==> src/sv/clw_pkg.sv <==
`timescale 1ns / 1ps
`default_nettype none
// ----------------------------------------------------------------------------
// clw_pkg
// Shared types, codes and constant tables for the character LCD write
// sequencer: job kinds, segment descriptors, init program and glyph map.
// ----------------------------------------------------------------------------
package clw_pkg;

    // job kinds as carried on the input channel
    localparam logic [2:0] KIND_INIT   = 3'd0;
    localparam logic [2:0] KIND_CMD    = 3'd1;
    localparam logic [2:0] KIND_CHAR   = 3'd2;
    localparam logic [2:0] KIND_CURSOR = 3'd3;
    localparam logic [2:0] KIND_CLEAR  = 3'd4;

    // segment operations of the sequencer program
    localparam logic [1:0] SEG_DELAY = 2'd0;
    localparam logic [1:0] SEG_NIB   = 2'd1;
    localparam logic [1:0] SEG_BYTE  = 2'd2;

    // hold times in ms
    localparam logic [7:0] HOLD_POWER = 8'd200;
    localparam logic [7:0] HOLD_WAKE1 = 8'd50;
    localparam logic [7:0] HOLD_WAKE  = 8'd10;
    localparam logic [7:0] HOLD_NIB   = 8'd5;
    localparam logic [7:0] HOLD_PRE   = 8'd1;

    // controller command bytes
    localparam logic [7:0] LCD_FUNC_SET  = 8'h28;
    localparam logic [7:0] LCD_DISP_ON   = 8'h0C;
    localparam logic [7:0] LCD_CLR_DISP  = 8'h01;
    localparam logic [7:0] LCD_ENTRY     = 8'h06;
    localparam logic [7:0] LCD_DDRAM     = 8'h80;
    localparam logic [7:0] LCD_HOME      = 8'h02;
    localparam logic [3:0] LCD_WAKE_NIB  = 4'h3;
    localparam logic [3:0] LCD_MODE4_NIB = 4'h2;

    // number of segments in each program
    localparam logic [3:0] INIT_SEGS  = 4'd14;
    localparam logic [3:0] CLEAR_SEGS = 4'd2;
    localparam logic [3:0] ONE_SEG    = 4'd1;

    typedef struct packed {
        logic [1:0] op;
        logic [7:0] val;
        logic [7:0] hold;
    } seg_t;

    // command from controller to datapath for one result
    typedef struct packed {
        logic       emit;
        logic       drive;
        logic       use_op;
        logic [7:0] const_byte;
        logic       hi_sel;
        logic       en;
        logic [7:0] hold;
        logic       last;
    } cmd_t;

    typedef struct packed {
        logic out_free;
    } status_t;

    // power-up program
    function automatic seg_t init_seg(input logic [3:0] idx);
        seg_t s;
        s = '{op: SEG_DELAY, val: 8'h00, hold: HOLD_WAKE};
        unique case (idx)
            4'd0:  s = '{op: SEG_DELAY, val: 8'h00, hold: HOLD_POWER};
            4'd1:  s = '{op: SEG_NIB, val: {4'h0, LCD_WAKE_NIB}, hold: HOLD_NIB};
            4'd2:  s = '{op: SEG_DELAY, val: 8'h00, hold: HOLD_WAKE1};
            4'd3:  s = '{op: SEG_NIB, val: {4'h0, LCD_WAKE_NIB}, hold: HOLD_NIB};
            4'd4:  s = '{op: SEG_DELAY, val: 8'h00, hold: HOLD_WAKE};
            4'd5:  s = '{op: SEG_NIB, val: {4'h0, LCD_WAKE_NIB}, hold: HOLD_NIB};
            4'd6:  s = '{op: SEG_DELAY, val: 8'h00, hold: HOLD_WAKE};
            4'd7:  s = '{op: SEG_NIB, val: {4'h0, LCD_MODE4_NIB}, hold: HOLD_NIB};
            4'd8:  s = '{op: SEG_DELAY, val: 8'h00, hold: HOLD_WAKE};
            4'd9:  s = '{op: SEG_BYTE, val: LCD_FUNC_SET, hold: HOLD_PRE};
            4'd10: s = '{op: SEG_BYTE, val: LCD_DISP_ON, hold: HOLD_PRE};
            4'd11: s = '{op: SEG_BYTE, val: LCD_CLR_DISP, hold: HOLD_PRE};
            4'd12: s = '{op: SEG_BYTE, val: LCD_ENTRY, hold: HOLD_PRE};
            4'd13: s = '{op: SEG_BYTE, val: LCD_DDRAM, hold: HOLD_PRE};
            default: s = '{op: SEG_DELAY, val: 8'h00, hold: HOLD_WAKE};
        endcase
        return s;
    endfunction

    // ddram base address of each display line
    function automatic logic [6:0] line_base(input logic [1:0] ln);
        logic [6:0] b;
        b = 7'h00;
        unique case (ln)
            2'd0: b = 7'h00;
            2'd1: b = 7'h40;
            2'd2: b = 7'h14;
            2'd3: b = 7'h54;
            default: b = 7'h00;
        endcase
        return b;
    endfunction

    // cyrillic glyph map for codes 192 and up
    function automatic logic [7:0] cyr_map(input logic [5:0] idx);
        logic [7:0] c;
        c = 8'h00;
        unique case (idx)
            6'd0:  c = 8'h41; 6'd1:  c = 8'hA0; 6'd2:  c = 8'h42; 6'd3:  c = 8'hA1;
            6'd4:  c = 8'hE0; 6'd5:  c = 8'h45; 6'd6:  c = 8'hA3; 6'd7:  c = 8'hA4;
            6'd8:  c = 8'hA5; 6'd9:  c = 8'hA6; 6'd10: c = 8'h4B; 6'd11: c = 8'hA7;
            6'd12: c = 8'h4D; 6'd13: c = 8'h48; 6'd14: c = 8'h4F; 6'd15: c = 8'hA8;
            6'd16: c = 8'h50; 6'd17: c = 8'h43; 6'd18: c = 8'h54; 6'd19: c = 8'hA9;
            6'd20: c = 8'hAA; 6'd21: c = 8'h58; 6'd22: c = 8'hE1; 6'd23: c = 8'hAB;
            6'd24: c = 8'hAC; 6'd25: c = 8'hE2; 6'd26: c = 8'hAD; 6'd27: c = 8'hAE;
            6'd28: c = 8'hAD; 6'd29: c = 8'hAF; 6'd30: c = 8'hB0; 6'd31: c = 8'hB1;
            6'd32: c = 8'h61; 6'd33: c = 8'hB2; 6'd34: c = 8'hB3; 6'd35: c = 8'hB4;
            6'd36: c = 8'hE3; 6'd37: c = 8'h65; 6'd38: c = 8'hB6; 6'd39: c = 8'hB7;
            6'd40: c = 8'hB8; 6'd41: c = 8'hB9; 6'd42: c = 8'hBA; 6'd43: c = 8'hBB;
            6'd44: c = 8'hBC; 6'd45: c = 8'hBD; 6'd46: c = 8'h6F; 6'd47: c = 8'hBE;
            6'd48: c = 8'h70; 6'd49: c = 8'h63; 6'd50: c = 8'hBF; 6'd51: c = 8'h79;
            6'd52: c = 8'hE4; 6'd53: c = 8'h78; 6'd54: c = 8'hE5; 6'd55: c = 8'hC0;
            6'd56: c = 8'hC1; 6'd57: c = 8'hE6; 6'd58: c = 8'hC2; 6'd59: c = 8'hC3;
            6'd60: c = 8'hC4; 6'd61: c = 8'hC5; 6'd62: c = 8'hC6; 6'd63: c = 8'hC7;
            default: c = 8'h00;
        endcase
        return c;
    endfunction

endpackage
`default_nettype wire

==> src/sv/clw_ctrl.sv <==
`timescale 1ns / 1ps
`default_nettype none
// ----------------------------------------------------------------------------
// clw_ctrl
// Sequencer state machine: walks the segment program of the current job and
// issues one pin command per cycle while the output slot is free.
// ----------------------------------------------------------------------------
module clw_ctrl (
    input  wire logic            clk,
    input  wire logic            rst_n,
    input  wire logic            in_valid,
    output logic                 in_ready,
    input  wire logic [2:0]      kind,
    input  wire clw_pkg::status_t status,
    output clw_pkg::cmd_t        cmd
);

    localparam logic ST_IDLE = 1'b0;
    localparam logic ST_RUN  = 1'b1;

    logic       state_reg, state_next;
    logic [2:0] job_reg, job_next;
    logic [3:0] seg_reg, seg_next;
    logic [2:0] phase_reg, phase_next;

    clw_pkg::seg_t seg;
    logic [3:0]    seg_count;
    logic          seg_last;
    logic          phase_last;
    logic          accept;

    assign in_ready = (state_reg == ST_IDLE);
    assign accept   = in_valid && in_ready;

    // current segment of the job program
    always_comb
    begin
        seg       = '{op: clw_pkg::SEG_BYTE, val: 8'h00, hold: clw_pkg::HOLD_PRE};
        seg_count = clw_pkg::ONE_SEG;
        case (job_reg)
            clw_pkg::KIND_INIT:
            begin
                seg       = clw_pkg::init_seg(seg_reg);
                seg_count = clw_pkg::INIT_SEGS;
            end
            clw_pkg::KIND_CLEAR:
            begin
                seg.val   = (seg_reg == 4'd0) ? clw_pkg::LCD_CLR_DISP : clw_pkg::LCD_HOME;
                seg_count = clw_pkg::CLEAR_SEGS;
            end
            default:
            begin
                seg.val   = 8'h00;
                seg_count = clw_pkg::ONE_SEG;
            end
        endcase
    end

    assign seg_last = (seg_reg == seg_count - 4'd1);

    // end of segment and pin command
    always_comb
    begin
        phase_last     = 1'b0;
        cmd            = '0;
        cmd.const_byte = seg.val;
        cmd.use_op     = (job_reg == clw_pkg::KIND_CMD) || (job_reg == clw_pkg::KIND_CHAR)
                         || (job_reg == clw_pkg::KIND_CURSOR);
        unique case (seg.op)
            clw_pkg::SEG_DELAY:
            begin
                phase_last = 1'b1;
                cmd.hold   = seg.hold;
            end
            clw_pkg::SEG_NIB:
            begin
                phase_last = (phase_reg == 3'd2);
                cmd.drive  = 1'b1;
                cmd.hi_sel = 1'b0;
                cmd.en     = (phase_reg == 3'd1);
                cmd.hold   = clw_pkg::HOLD_NIB;
            end
            clw_pkg::SEG_BYTE:
            begin
                phase_last = (phase_reg == 3'd6);
                cmd.drive  = (phase_reg != 3'd0);
                cmd.hi_sel = (phase_reg <= 3'd3);
                cmd.en     = (phase_reg == 3'd2) || (phase_reg == 3'd5);
                cmd.hold   = (phase_reg == 3'd0) ? clw_pkg::HOLD_PRE : clw_pkg::HOLD_NIB;
            end
            default:
            begin
                phase_last = 1'b1;
            end
        endcase
        cmd.emit = (state_reg == ST_RUN) && status.out_free;
        cmd.last = seg_last && phase_last;
    end

    // next state
    always_comb
    begin
        state_next = state_reg;
        job_next   = job_reg;
        seg_next   = seg_reg;
        phase_next = phase_reg;
        unique case (state_reg)
            ST_IDLE:
            begin
                if (accept && (kind <= clw_pkg::KIND_CLEAR))
                begin
                    state_next = ST_RUN;
                    job_next   = kind;
                    seg_next   = 4'd0;
                    phase_next = 3'd0;
                end
            end
            ST_RUN:
            begin
                if (cmd.emit)
                begin
                    if (phase_last)
                    begin
                        phase_next = 3'd0;
                        if (seg_last)
                            state_next = ST_IDLE;
                        else
                            seg_next = seg_reg + 4'd1;
                    end
                    else
                    begin
                        phase_next = phase_reg + 3'd1;
                    end
                end
            end
            default:
            begin
                state_next = ST_IDLE;
            end
        endcase
    end

    always_ff @(posedge clk or negedge rst_n)
    begin
        if (!rst_n)
        begin
            state_reg <= ST_IDLE;
            job_reg   <= clw_pkg::KIND_INIT;
            seg_reg   <= 4'd0;
            phase_reg <= 3'd0;
        end
        else
        begin
            state_reg <= state_next;
            job_reg   <= job_next;
            seg_reg   <= seg_next;
            phase_reg <= phase_next;
        end
    end

`ifndef SYNTHESIS
    // final result of a run returns the sequencer to idle
    a_last_idle: assert property (@(posedge clk) disable iff (!rst_n)
        cmd.emit && cmd.last |=> state_reg == ST_IDLE)
        else $error("sequencer still running after last result");

    // segment index stays inside the job program
    a_seg_range: assert property (@(posedge clk) disable iff (!rst_n)
        state_reg == ST_RUN |-> seg_reg < seg_count)
        else $error("segment index out of range");

    // a command is only issued into a free output slot
    a_emit_free: assert property (@(posedge clk) disable iff (!rst_n)
        cmd.emit |-> status.out_free && state_reg == ST_RUN)
        else $error("command issued without free output slot");
`endif

endmodule
`default_nettype wire

==> src/sv/clw_datapath.sv <==
`timescale 1ns / 1ps
`default_nettype none
// ----------------------------------------------------------------------------
// clw_datapath
// Operand capture (raw, glyph-mapped or cursor byte), pin level registers and
// the output register of the result channel.
// ----------------------------------------------------------------------------
module clw_datapath (
    input  wire logic            clk,
    input  wire logic            rst_n,
    input  wire logic            accept,
    input  wire logic [2:0]      kind,
    input  wire logic [7:0]      value,
    input  wire logic [6:0]      column,
    input  wire logic [1:0]      line,
    input  wire clw_pkg::cmd_t   cmd,
    output clw_pkg::status_t     status,
    output logic                 out_valid,
    input  wire logic            out_ready,
    output logic                 rs,
    output logic                 enable,
    output logic [3:0]           data_nibble,
    output logic [7:0]           hold_ms,
    output logic                 last
);

    logic       rs_reg;
    logic       en_reg;
    logic [3:0] nib_reg;
    logic [7:0] op_byte_reg, op_byte_next;
    logic       op_rs_reg;
    logic       out_valid_reg;
    logic [7:0] hold_reg;
    logic       last_reg;

    logic [7:0] src_byte;
    logic [3:0] src_nib;
    logic [6:0] cursor_addr;

    // operand byte for single-byte jobs
    assign cursor_addr = clw_pkg::line_base(line) + column;

    always_comb
    begin
        op_byte_next = value;
        unique case (kind)
            clw_pkg::KIND_CHAR:
            begin
                if (value[7:6] == 2'b11)
                    op_byte_next = clw_pkg::cyr_map(value[5:0]);
                else
                    op_byte_next = value;
            end
            clw_pkg::KIND_CURSOR: op_byte_next = {1'b1, cursor_addr};
            default:              op_byte_next = value;
        endcase
    end

    always_ff @(posedge clk)
    begin
        if (accept)
        begin
            op_byte_reg <= op_byte_next;
            op_rs_reg   <= (kind == clw_pkg::KIND_CHAR);
        end
    end

    // nibble to drive on the bus
    assign src_byte = cmd.use_op ? op_byte_reg : cmd.const_byte;
    assign src_nib  = cmd.hi_sel ? src_byte[7:4] : src_byte[3:0];

    assign status.out_free = !out_valid_reg || out_ready;

    // pin levels, changed only when a transaction is issued
    always_ff @(posedge clk or negedge rst_n)
    begin
        if (!rst_n)
        begin
            rs_reg  <= 1'b0;
            en_reg  <= 1'b0;
            nib_reg <= 4'h0;
        end
        else if (cmd.emit && cmd.drive)
        begin
            rs_reg  <= cmd.use_op & op_rs_reg;
            en_reg  <= cmd.en;
            nib_reg <= src_nib;
        end
    end

    // output register
    always_ff @(posedge clk or negedge rst_n)
    begin
        if (!rst_n)
            out_valid_reg <= 1'b0;
        else if (cmd.emit)
            out_valid_reg <= 1'b1;
        else if (out_ready)
            out_valid_reg <= 1'b0;
    end

    always_ff @(posedge clk)
    begin
        if (cmd.emit)
        begin
            hold_reg <= cmd.hold;
            last_reg <= cmd.last;
        end
    end

    assign out_valid   = out_valid_reg;
    assign rs          = rs_reg;
    assign enable      = en_reg;
    assign data_nibble = nib_reg;
    assign hold_ms     = hold_reg;
    assign last        = last_reg;

`ifndef SYNTHESIS
    // a strobe phase always lasts one nibble hold
    a_strobe_hold: assert property (@(posedge clk) disable iff (!rst_n)
        out_valid_reg && en_reg |-> hold_reg == clw_pkg::HOLD_NIB)
        else $error("enable high with wrong hold time");
`endif

endmodule
`default_nettype wire

==> src/sv/char_lcd_4bit_write_sequencer.sv <==
`timescale 1ns / 1ps
`default_nettype none
// ----------------------------------------------------------------------------
// char_lcd_4bit_write_sequencer
// Turns LCD jobs (init, command, character, cursor move, clear) into timed
// runs of RS / E / D4..D7 pin states for a 4-bit character display bus.
// ----------------------------------------------------------------------------
// Each accepted job puts out one pin state per cycle while out_ready stays
// high: 7 results for a command, character or cursor move, 14 for a clear and
// 52 for the init sequence. The sequencer state machine issues one result per
// cycle while the output register is free, into a single output register; a
// new job is taken once the final result of the run (marked by last) has been
// issued. Kinds 5 to 7 are accepted and produce nothing. Each result carries
// hold_ms, the time the pin levels must be held before the next result is
// applied.
module char_lcd_4bit_write_sequencer (
    input  wire logic       clk,
    input  wire logic       rst_n,
    input  wire logic       in_valid,
    output logic            in_ready,
    input  wire logic [2:0] kind,
    input  wire logic [7:0] value,
    input  wire logic [6:0] column,
    input  wire logic [1:0] line,
    output logic            out_valid,
    input  wire logic       out_ready,
    output logic            rs,
    output logic            enable,
    output logic [3:0]      data_nibble,
    output logic [7:0]      hold_ms,
    output logic            last
);

    clw_pkg::cmd_t    cmd;
    clw_pkg::status_t status;
    logic             accept;

    assign accept = in_valid && in_ready;

    // job sequencer
    clw_ctrl u_ctrl (
        .clk      (clk),
        .rst_n    (rst_n),
        .in_valid (in_valid),
        .in_ready (in_ready),
        .kind     (kind),
        .status   (status),
        .cmd      (cmd)
    );

    // operand, pin and output registers
    clw_datapath u_datapath (
        .clk         (clk),
        .rst_n       (rst_n),
        .accept      (accept),
        .kind        (kind),
        .value       (value),
        .column      (column),
        .line        (line),
        .cmd         (cmd),
        .status      (status),
        .out_valid   (out_valid),
        .out_ready   (out_ready),
        .rs          (rs),
        .enable      (enable),
        .data_nibble (data_nibble),
        .hold_ms     (hold_ms),
        .last        (last)
    );

endmodule
`default_nettype wire

==> config.mk <==
export PLATFORM = sky130hd
export DESIGN_NAME = char_lcd_4bit_write_sequencer
export DESIGN_NICKNAME = d
export VERILOG_FILES = /design/src/sv/clw_pkg.sv /design/src/sv/clw_ctrl.sv /design/src/sv/clw_datapath.sv /design/src/sv/char_lcd_4bit_write_sequencer.sv
export SDC_FILE = /design/constraint.sdc
export NUM_CORES = 1
export LEC_CHECK = 0
export BUFFER_PORTS_ARGS = -buffer_cell sky130_fd_sc_hd__buf_2
export CAP_MARGIN = 20
export CORE_UTILIZATION = 53
export CTS_CLUSTER_DIAMETER = 80
export DETAILED_ROUTE_END_ITERATION = 8
export PLACE_DENSITY_LB_ADDON = 0.05
export SYNTH_ARGS = -nofsm -noshare
export SYNTH_HDL_FRONTEND = slang
export SYNTH_HIERARCHICAL = 1
export SYNTH_SLANG_ARGS = --single-unit
==> constraint.sdc <==
create_clock -name clk -period 2.7 [get_ports clk]
set_clock_uncertainty 0.2 [all_clocks]
set_input_delay 0.54 -clock clk [delete_from_list [all_inputs] [get_ports clk]]
set_output_delay 0.54 -clock clk [all_outputs]
set_load 0.03 [all_outputs]
* Word level (Yosys, flattened, before mapping)
Memory sizes are Yosys's and may differ from the RTL's.
Cells that the tools add are included.
** Storage, ports and cells
- Bits of input ports :: 24
- Logic and storage cells :: 94
- ROM bits :: 768
- Output and inout port bits :: 17
- Memories :: 2
- Flip-flop bits (word level) :: 36
** Cells by class
- Mux-type cells :: 31
- $lt $le $gt $ge :: 2
- Eq/ne operators :: 21
- Reductions and logical operators :: 20
- Add/sub/neg operators :: 4
- Bitwise gates (word level) :: 2
** Memories
- (name not given) :: words 64, bits a word 8, rd ports 1, clocked after Yosys merged registers in 0, wr ports 0, line clw_pkg.sv:108 : unique case (idx)
- (name not given) :: words 16, bits a word 16, rd ports 1, clocked after Yosys merged registers in 0, wr ports 0, line clw_pkg.sv:70 : unique case (idx)
** Operators with widths (number)
- 8-bit one-hot mux with 2 select lines :: 2
- 7-bit one-hot mux with 4 select lines :: 1
- 8-bit 2-to-1 mux :: 3
- 8-bit one-hot mux with 3 select lines :: 1
- 4-bit 2-to-1 mux :: 5
- 4-bit one-hot mux with 2 select lines :: 2
- 3-bit by 2-bit equality test with 1-bit output (second input constant) :: 5
- 3-bit 2-to-1 mux :: 4
- 3-bit equality test (second input constant) :: 3
- 2-bit equality test (second input constant) :: 4
- 7-bit adder :: 1
- 3-bit by 1-bit equality test with 1-bit output (second input constant) :: 2
- 3-bit logical NOT :: 2
- 1-bit 2-to-1 mux :: 6
- 2-bit inequality test (second input constant) :: 3
- 1-bit one-hot mux with 2 select lines :: 3
- 3-bit one-hot mux with 2 select lines :: 1
- 1-bit logical AND :: 5
- 4-bit by 1-bit adder with 4-bit output (second input constant) :: 1
- 2-bit by 1-bit equality test with 1-bit output (second input constant) :: 2
- 4-bit equality test :: 1
- 2-bit logical NOT :: 2
- 4-bit logical NOT :: 1
- 1-bit logical OR :: 4
- 14 further kinds :: 16

* Longest topological paths before layout
Gate-level depths: netlist of the first run.
- Depth in word-level cells :: 8
- Mapped depth :: 13
- Gate-level depth less buffers :: 12

* Cells and area by module
Netlist of the first run, hierarchy kept.
** Modules (own cells, without submodules)
- clw_datapath :: times used 1, area an instance 1958.1 µm², cells an instance 202, seq. area each 715.7 µm²
- clw_ctrl :: times used 1, area an instance 1134.8 µm², cells an instance 145, seq. area each 275.3 µm²
- char_lcd_4bit_write_sequencer :: times used 1, area an instance 6.3 µm², cells an instance 1, seq. area each 0.0 µm²

* Worst setup path before layout of the first run
Ideal clock, no wire load.
- Path type :: register to register
- Start point :: reg u_ctrl.seg_reg[0]
- End point :: reg u_datapath.nib_reg[0], in the netlist u_datapath/data_nibble[0]
- Cell stages (with the launch flop) :: 11
- Arrival :: 2.398 ns
- Path slack :: -0.023 ns
- Library setup time :: 0.125 ns
- Cell sequence :: dfrtp_1 buf_4 inv_1 ha_1 mux2i_1 nand2_1 nand2_1 ha_1 nor3b_1 mux4_2 mux2_2
** RTL lines
- start: declaration :: line clw_ctrl.sv:23 : logic [3:0] seg_reg, seg_next;
- start signal: assignment :: line clw_ctrl.sv:156 : seg_reg <= seg_next;
- end signal: assignment :: line clw_datapath.sv:87 : nib_reg <= src_nib;
- end: declaration :: line clw_datapath.sv:29 : logic [3:0] nib_reg;

* Worst setup path in the final report of the first run
- Start point :: reg u_ctrl.seg_reg[0]
- End point :: reg u_ctrl.seg_reg[0]
** On the way
- Longest elaborated chain between the ends :: 6
- Elaborated cells between the ends (all ways) :: 14
- Classes of those cells :: add/sub: 1; eq/ne: 5; mux: 6; reduce/logical: 1; memory: 1
** RTL lines
- memory 16 x 16 bit
- 2-bit 2-to-1 mux :: line clw_ctrl.sv:40 : case (job_reg)
- 2-bit equality test / 2-bit by 1-bit equality test with 1-bit output (equally long branches) :: line clw_ctrl.sv:69 : unique case (seg.op)
- 1-bit one-hot mux with 2 select lines :: line clw_ctrl.sv:69
- 2-bit inequality test (no source line)
- 4-bit AND reduction (no source line)
Parallel ways exist; a longest one is shown, timed or not. The select of a mux whose other input is x is not followed.
A chain may end at the register's enable or synchronous reset.

==> results of run 1 <==
==> critical path, delay by kind of cell (launching register included) <==
family	cells	cell delay (ps)
buffers and inverters	2	140
adder cells (fa/ha/maj)	2	380
AND/OR/NAND/NOR	2	240
flip-flops	1	370
AO/OA/AOI/OAI	4	710
multiplexers	2	410
==> through the flow <==
stage / utilization / cells
final: 0.635 / 467
after global routing: 0.635 / 467
after CTS: 0.633 / 467
after detailed placement: 0.610 / 458
after global placement: 0.610 / 458
after floorplan: - / 349
==> layer usage <==
layer | up-vias | global-route usage
met1 | 1298 | 0.291
met4 | 0 | 0.139
met5 | - | 0
li1 | 1359 | -
met2 | 101 | 0.502
met3 | 19 | 0.0314
==> power groups by stage <==
stage          Sequential (W)  Clock, W  Combinational, W
6_report             0.000934  0.000485           0.00185
3_5_place_dp         0.000936         0           0.00182
5_1_grt              0.000955  0.000516           0.00203
2_1_floorplan         0.00116         0           0.00109
4_1_cts              0.000927  0.000496           0.00183
3_3_place_gp         0.000930         0           0.00179
==> placed cells by master, fill, tap and decap left out, drive strengths merged, types with 2 or more instances in the layout <==
| cell type | netlist | final |
|---|---|---|
| o31ai | 4 | 4 |
| nand3b | 5 | 5 |
| o21a | 3 | 3 |
| nor3 | 8 | 8 |
| a211oi | 8 | 8 |
| and3 | 7 | 7 |
| dfrtp | 18 | 18 |
| nor2b | 4 | 4 |
| o21ai | 25 | 25 |
| nand2 | 32 | 32 |
| or2 | 3 | 3 |
| clkbuf | 9 | 6 |
| inv | 22 | 22 |
| mux2 | 6 | 6 |
| mux2i | 5 | 5 |
| o311ai | 2 | 2 |
| mux4 | 5 | 5 |
| edfxtp | 18 | 18 |
| conb | 1 | 2 |
| a21oi | 27 | 27 |
| a221oi | 3 | 3 |
| nand2b | 10 | 10 |
| and2 | 3 | 3 |
| a22oi | 2 | 2 |
| a31oi | 7 | 7 |
| or3 | 3 | 3 |
| a211o | 2 | 2 |
| o22ai | 3 | 3 |
| ha | 26 | 26 |
| nor2 | 31 | 31 |
| nand3 | 5 | 5 |
| buf | 15 | 61 |
| xnor2 | 4 | 4 |
==> worst paths after layout <==
path,from,to,slack (ps),cells after the start
setup / recovery,u_ctrl/seg_reg[0]$_DFFE_PN0P_,u_ctrl/seg_reg[0]$_DFFE_PN0P_,160,12
hold / removal,u_datapath/rs$_DFFE_PN0P_,u_datapath/rs$_DFFE_PN0P_,280,2
setup reg to reg,u_ctrl/seg_reg[0]$_DFFE_PN0P_,u_ctrl/seg_reg[0]$_DFFE_PN0P_,160,12
hold reg to reg,u_datapath/rs$_DFFE_PN0P_,u_datapath/rs$_DFFE_PN0P_,280,2
max in group asynchronous,rst_n,u_ctrl/phase_reg[0]$_DFFE_PN0P_,1460,2
min in group asynchronous,rst_n,u_ctrl/seg_reg[0]$_DFFE_PN0P_,530,2
==> cell families after synthesis <==
family	share of synthesized area
xor+xnor	0.0113
fa+ha+maj	0.105
mux	0.0755
flops	0.320
buf+inv	0.0771
simple gates	0.194
compound gates	0.216
other cells	0.00121
==> layout make-up <==
| cell class | instances | area (um2) |
|---|---|---|
| clock buffers | 6 | 82.6 |
| clock inverters | 2 | 33.8 |
| fillers | 499 | 2030 |
| inverters | 22 | 82.6 |
| multi-input cells | 267 | 1890 |
| flip-flops and latches | 36 | 991 |
| well taps | 72 | 90.1 |
| repair buffers | 62 | 368 |
==> timing repair <==
action,CTS,global route
hold buffers,1,0
setup buffers,0,0
endpoints found under the setup margin,0,8
gates resized for setup,0,2
endpoints found under the hold margin,18,0
==> reports/qor.yml, run 1 <==
synth.largest_area_cell: "edfxtp_1"
dr.pass1.iters: 4
synth_enable_flop_cells: 18
cp_data_arrival_time_ps: 2540
areaGrowthSynthToFinish_pct: 14.2
core_um2: 5570
total_leakage_power_nw: 1.55
globalRoute.totalOverflow: 0
die-area_um2: 6160
gp_congestion: 0.967
path_clk_slew_ps: 70
gr-usage-all-layers: 0.267
vdd.ir_drop.worst_mv: 0.525
clock_power_share: 0.148
placement.setup.worst_slack_ps: 34.2
finish.instance_area_um2: 3540
clock_root_cell: "clkbuf_8"
clock_sink_total: 36
dr_total_vias: 2777
hold_violations: 0
drv.max_cap_violation_count: 0
fin_total_pwr_w: 0.00327
cell_types_with_the_largest_area_share_after_synthesis: "edfxtp_1 17%, dfrtp_1 15%, ha_1 10%"
post_detailed_routing_wire_length_um: 7630
setup_viol: 0
synth_seq_cells: 36
ratio_of_cells_with_drive_above_1_in_the_final_layout: 0.238
pin_count_of_the_biggest_net_entering_global_routing: 24
grt_setup_unrepaired: "no"
internal_power_w: 0.00185
io_buffers: 40
clkLatencyLatePin_ps: 280
finalNetCount: 444
timing.critical_path.from_type: "flip-flop"
io_pins: 41
num_antenna_cells: 0
grt_pass1_vias: 2660
detailed_place_hpwl_um: 5820
synthesis.yosys.warnings: 6
slew_viol_final: 0
ant_nets: 0
critical-path-slowest-cell: "dfrtp_1"
first_pass_grt_wire_length_um: 12500
path_cells: "inv_1, ha_1, mux2i_1, nand2_1, nand2_1, inv_1, ha_1, mux2_4, a21oi_4, a221o_1, a21oi_1, o21ai_1"
net_switching_share_of_the_total_power: 0.434
postSynthCellCount: 348
route.detailed.vias_per_inst: 5.95
initial_utilization: 0.556
wl_met3_um: 307
yosys.cell_count.top_type: "nand2_1"
clock_tree_from_tritoncts: "built"
num_rows: 27
fp.dieH_um: 78.5
metal2_wl_um: 3940
status: "completed"
period_needed_ps: 2540
wl_met1_um: 3110
netlist_area_um2: 3100
drc: 0
power.sequential.fraction: 0.285
clk_path_buf_depth: 2
synth_top_flop_cell: "edfxtp_1"
critical_path_required_ps: 2700
timing.hold.worst.class: "reg -> reg"
timing.max_slew.rel_slack: 0.643
postSynthAreaPerCell_um2: 8.91
placed_cell_area_um2: 3400
ys_seq_area_frac: 0.320
cts_made_buffers: 5
routed_wire_length_per_instance_um: 16.3
yosysUniqueCellTypes: 69
post_synth_most_frequent_cells: "30 x nand2_1, 29 x nor2_1, 26 x ha_1"
htreeDepth: 2
cellPowerDensity_nw_per_um2: 925
timing_worst_slew_pin_value_ps: 533
timing.critical_path.fanout_max: 5
critPathKind: "reg -> reg"
highest_layer: "met4"
combinational_fraction_of_design_power: 0.567
hold_slack_ps: 277
endpoint_kind: "flip-flop"
die-width_um: 78.5
power_switching_w: 0.00142
antenna_found_initial: 0
async_flop_share: 0.500
postLayoutSetupSlackWorst_ps: 161
final_total_negative_setup_slack_ps: 0
critPathMaxStageDelay_ps: 370
timing.final.crit_share: 0.940
max_clock_freq_mhz: 394
detailedRoute.firstIterationViolations: 179
synth_top_cell_area_share: 0.174
Note: power is estimated with default switching activity, not from simulation.
==> run 2, diff against run 1 <==
--- a/config.mk
+++ b/config.mk
@@ -7,7 +7,7 @@
 export LEC_CHECK = 0
 export BUFFER_PORTS_ARGS = -buffer_cell sky130_fd_sc_hd__buf_2
 export CAP_MARGIN = 20
-export CORE_UTILIZATION = 53
+export CORE_UTILIZATION = 44
 export CTS_CLUSTER_DIAMETER = 80
 export DETAILED_ROUTE_END_ITERATION = 8
 export PLACE_DENSITY_LB_ADDON = 0.05
==> run 2 against run 1 <==
Power down 4.0%. Via count up 0.90%. Clock power fell by 19%. Critical path depth fell by 6. Non-clock buffer count grew 1. Global-route usage shrank 5.8 points. Worst setup slack got worse by 51 ps. First-iteration DRC count decreased by 10%. Utilization decreased by 11 points. Combinational power about the same. Sequential share of layout area hardly changed. Final cell count up 5.4%. Largest cell class unchanged.
==> reports/qor.yml, run 2 (synthesized netlist as in run 1, its figures left out) <==
dr_total_vias: 2802
detailedRoute.firstIterationViolations: 161
internal_power_w: 0.00175
slew_viol_final: 0
num_antenna_cells: 0
cellPowerDensity_nw_per_um2: 888
first_pass_grt_wire_length_um: 12100
path_clk_slew_ps: 70
antenna_found_initial: 0
post_detailed_routing_wire_length_um: 7430
die-width_um: 85.9
clk_path_buf_depth: 2
net_switching_share_of_the_total_power: 0.442
drv.max_cap_violation_count: 0
clkLatencyLatePin_ps: 290
status: "completed"
core_um2: 6790
clock_tree_from_tritoncts: "built"
gr-usage-all-layers: 0.209
cts_made_buffers: 5
commonest_cells_after_routing_fill_and_taps_aside: "40 x buf_2, 30 x nand2_1, 29 x nor2_1, 26 x ha_1, 25 x a21oi_1"
timing.max_slew.rel_slack: 0.651
critPathMaxStageDelay_ps: 390
grt_pass1_vias: 2603
pin_count_of_the_biggest_net_entering_global_routing: 24
io_pins: 41
grt_setup_unrepaired: "no"
finalNetCount: 445
timing.critical_path.from_type: "flip-flop"
num_rows: 30
final_total_negative_setup_slack_ps: 0
clock_root_cell: "clkbuf_8"
die-area_um2: 7380
critPathKind: "reg -> reg"
critical-path-slowest-cell: "dfrtp_1"
layout.cells.non_filler: 492
ant_nets: 0
globalRoute.totalOverflow: 0
period_needed_ps: 2590
number_of_cells_after_detailed_placement: 483
post_cts.repair.setup_buffers: 0
path_cells: "nor3_2, nand2_1, ha_1, nor3b_2, mux4_2, mux2_2"
power.sequential.fraction: 0.293
power_switching_w: 0.00139
timing_worst_slew_pin_value_ps: 521
routed_wire_length_per_instance_um: 15.1
timing.hold.worst.class: "reg -> reg"
cp_data_arrival_time_ps: 2570
critical_path_required_ps: 2680
vdd.ir_drop.worst_mv: 0.267
max_clock_freq_mhz: 386
globalRoute.busiestLayer: "met2"
most_common_cell_after_layout_fill_and_taps_aside: "buf_2"
combinational_fraction_of_design_power: 0.582
endpoint_kind: "flip-flop"
drc: 0
dr.pass1.iters: 5
htreeDepth: 2
setup_viol: 0
io_buffers: 40
globalRouteMet1Util: 0.223
timing.critical_path.fanout_max: 6
hold_violations: 0
detailed_place_hpwl_um: 5810
initial_utilization: 0.456
ratio_of_cells_with_drive_above_1_in_the_final_layout: 0.237
timing.critical_path.max_delay_family: "simple AND/OR/NAND/NOR gates"
timing.final.crit_share: 0.959
groute.layer.met3.usage: 0.0221
route.detailed.vias_per_inst: 5.70
areaGrowthSynthToFinish_pct: 14.1
clock_power_share: 0.125
clock_sink_total: 36
fin_total_pwr_w: 0.00314
total_leakage_power_nw: 1.54
global_route.usage.met2: 0.392
fp.dieH_um: 85.9
count_of_buffering_cells_on_the_critical_path_with_inverters_included: 0
gp_congestion: 0.880
-- run 2: changes by cell type in the layout (fill, tap and decap cells not counted), sizes merged --
cell	change
bufinv	-1
clkbuf	+2
buf	+1
clkinv	-1
-- run 2: worst reg2reg max path: cells and delay by family (launching register included) --
family	cells	cell delay, ps
adders and majority gates	1	350
and+or+nand+nor	3	900
muxes	2	630
DFF	1	390
-- run 2: power by group through the flow --
stage          clock (W)  sequential [W]  combinational, W
2_1_floorplan          0         0.00116           0.00109
4_1_cts         0.000408        0.000922           0.00183
3_5_place_dp           0        0.000933           0.00183
3_3_place_gp           0        0.000932           0.00182
6_report        0.000392        0.000921           0.00183
5_1_grt         0.000419        0.000941           0.00199
-- run 2: final cells by class --
class	count	area, um2
Sequential cell	36	991
Fill cell	661	3260
Clock buffer	8	90.1
Tap cell	96	120
Timing Repair Buffer	63	375
Multi-Input combinational cell	267	1880
Inverter	22	82.6
-- run 2: stage by stage --
step / util / worst slack, ps / cell area [um2] / hold WS (ps)
6_report: 0.521 / 110 / 3540 / 274
5_1_grt: 0.521 / 19.4 / 3540 / 289
4_1_cts: 0.521 / 102 / 3540 / 275
3_5_place_dp: 0.506 / 100 / 3440 / 268
3_3_place_gp: 0.506 / 119 / 3440 / 263
2_1_floorplan: - / 124 / 3110 / 44.4
-- run 2: metal layers --
layer  routed length [um]  share of wire
met1                 2960           0.40
met3                  271          0.036
met2                 3840           0.52
met5                    0              0
met4                  359          0.048
-- run 2: final timing paths --
check | from | to | slack, ps | depth (start not counted)
worst max-delay path | u_ctrl/job_reg[2]$_DFFE_PN0P_ | u_datapath/data_nibble[3]$_DFFE_PN0P_ | 110 | 6
worst min register to register | u_datapath/rs$_DFFE_PN0P_ | u_datapath/rs$_DFFE_PN0P_ | 270 | 2
worst min-delay path | u_datapath/rs$_DFFE_PN0P_ | u_datapath/rs$_DFFE_PN0P_ | 270 | 2
worst max register to register | u_ctrl/job_reg[2]$_DFFE_PN0P_ | u_datapath/data_nibble[3]$_DFFE_PN0P_ | 110 | 6
max in group asynchronous | rst_n | u_datapath/data_nibble[2]$_DFFE_PN0P_ | 1470 | 2
min in group asynchronous | rst_n | u_datapath/out_valid$_DFFE_PN0P_ | 520 | 2
-- run 2: what timing repair did --
| action | CTS | global route |
|---|---|---|
| hold buffers | 1 | 0 |
| hold endpoints to repair | 18 | 0 |
| gates resized for setup | 0 | 0 |
| setup endpoints to repair | 0 | 0 |
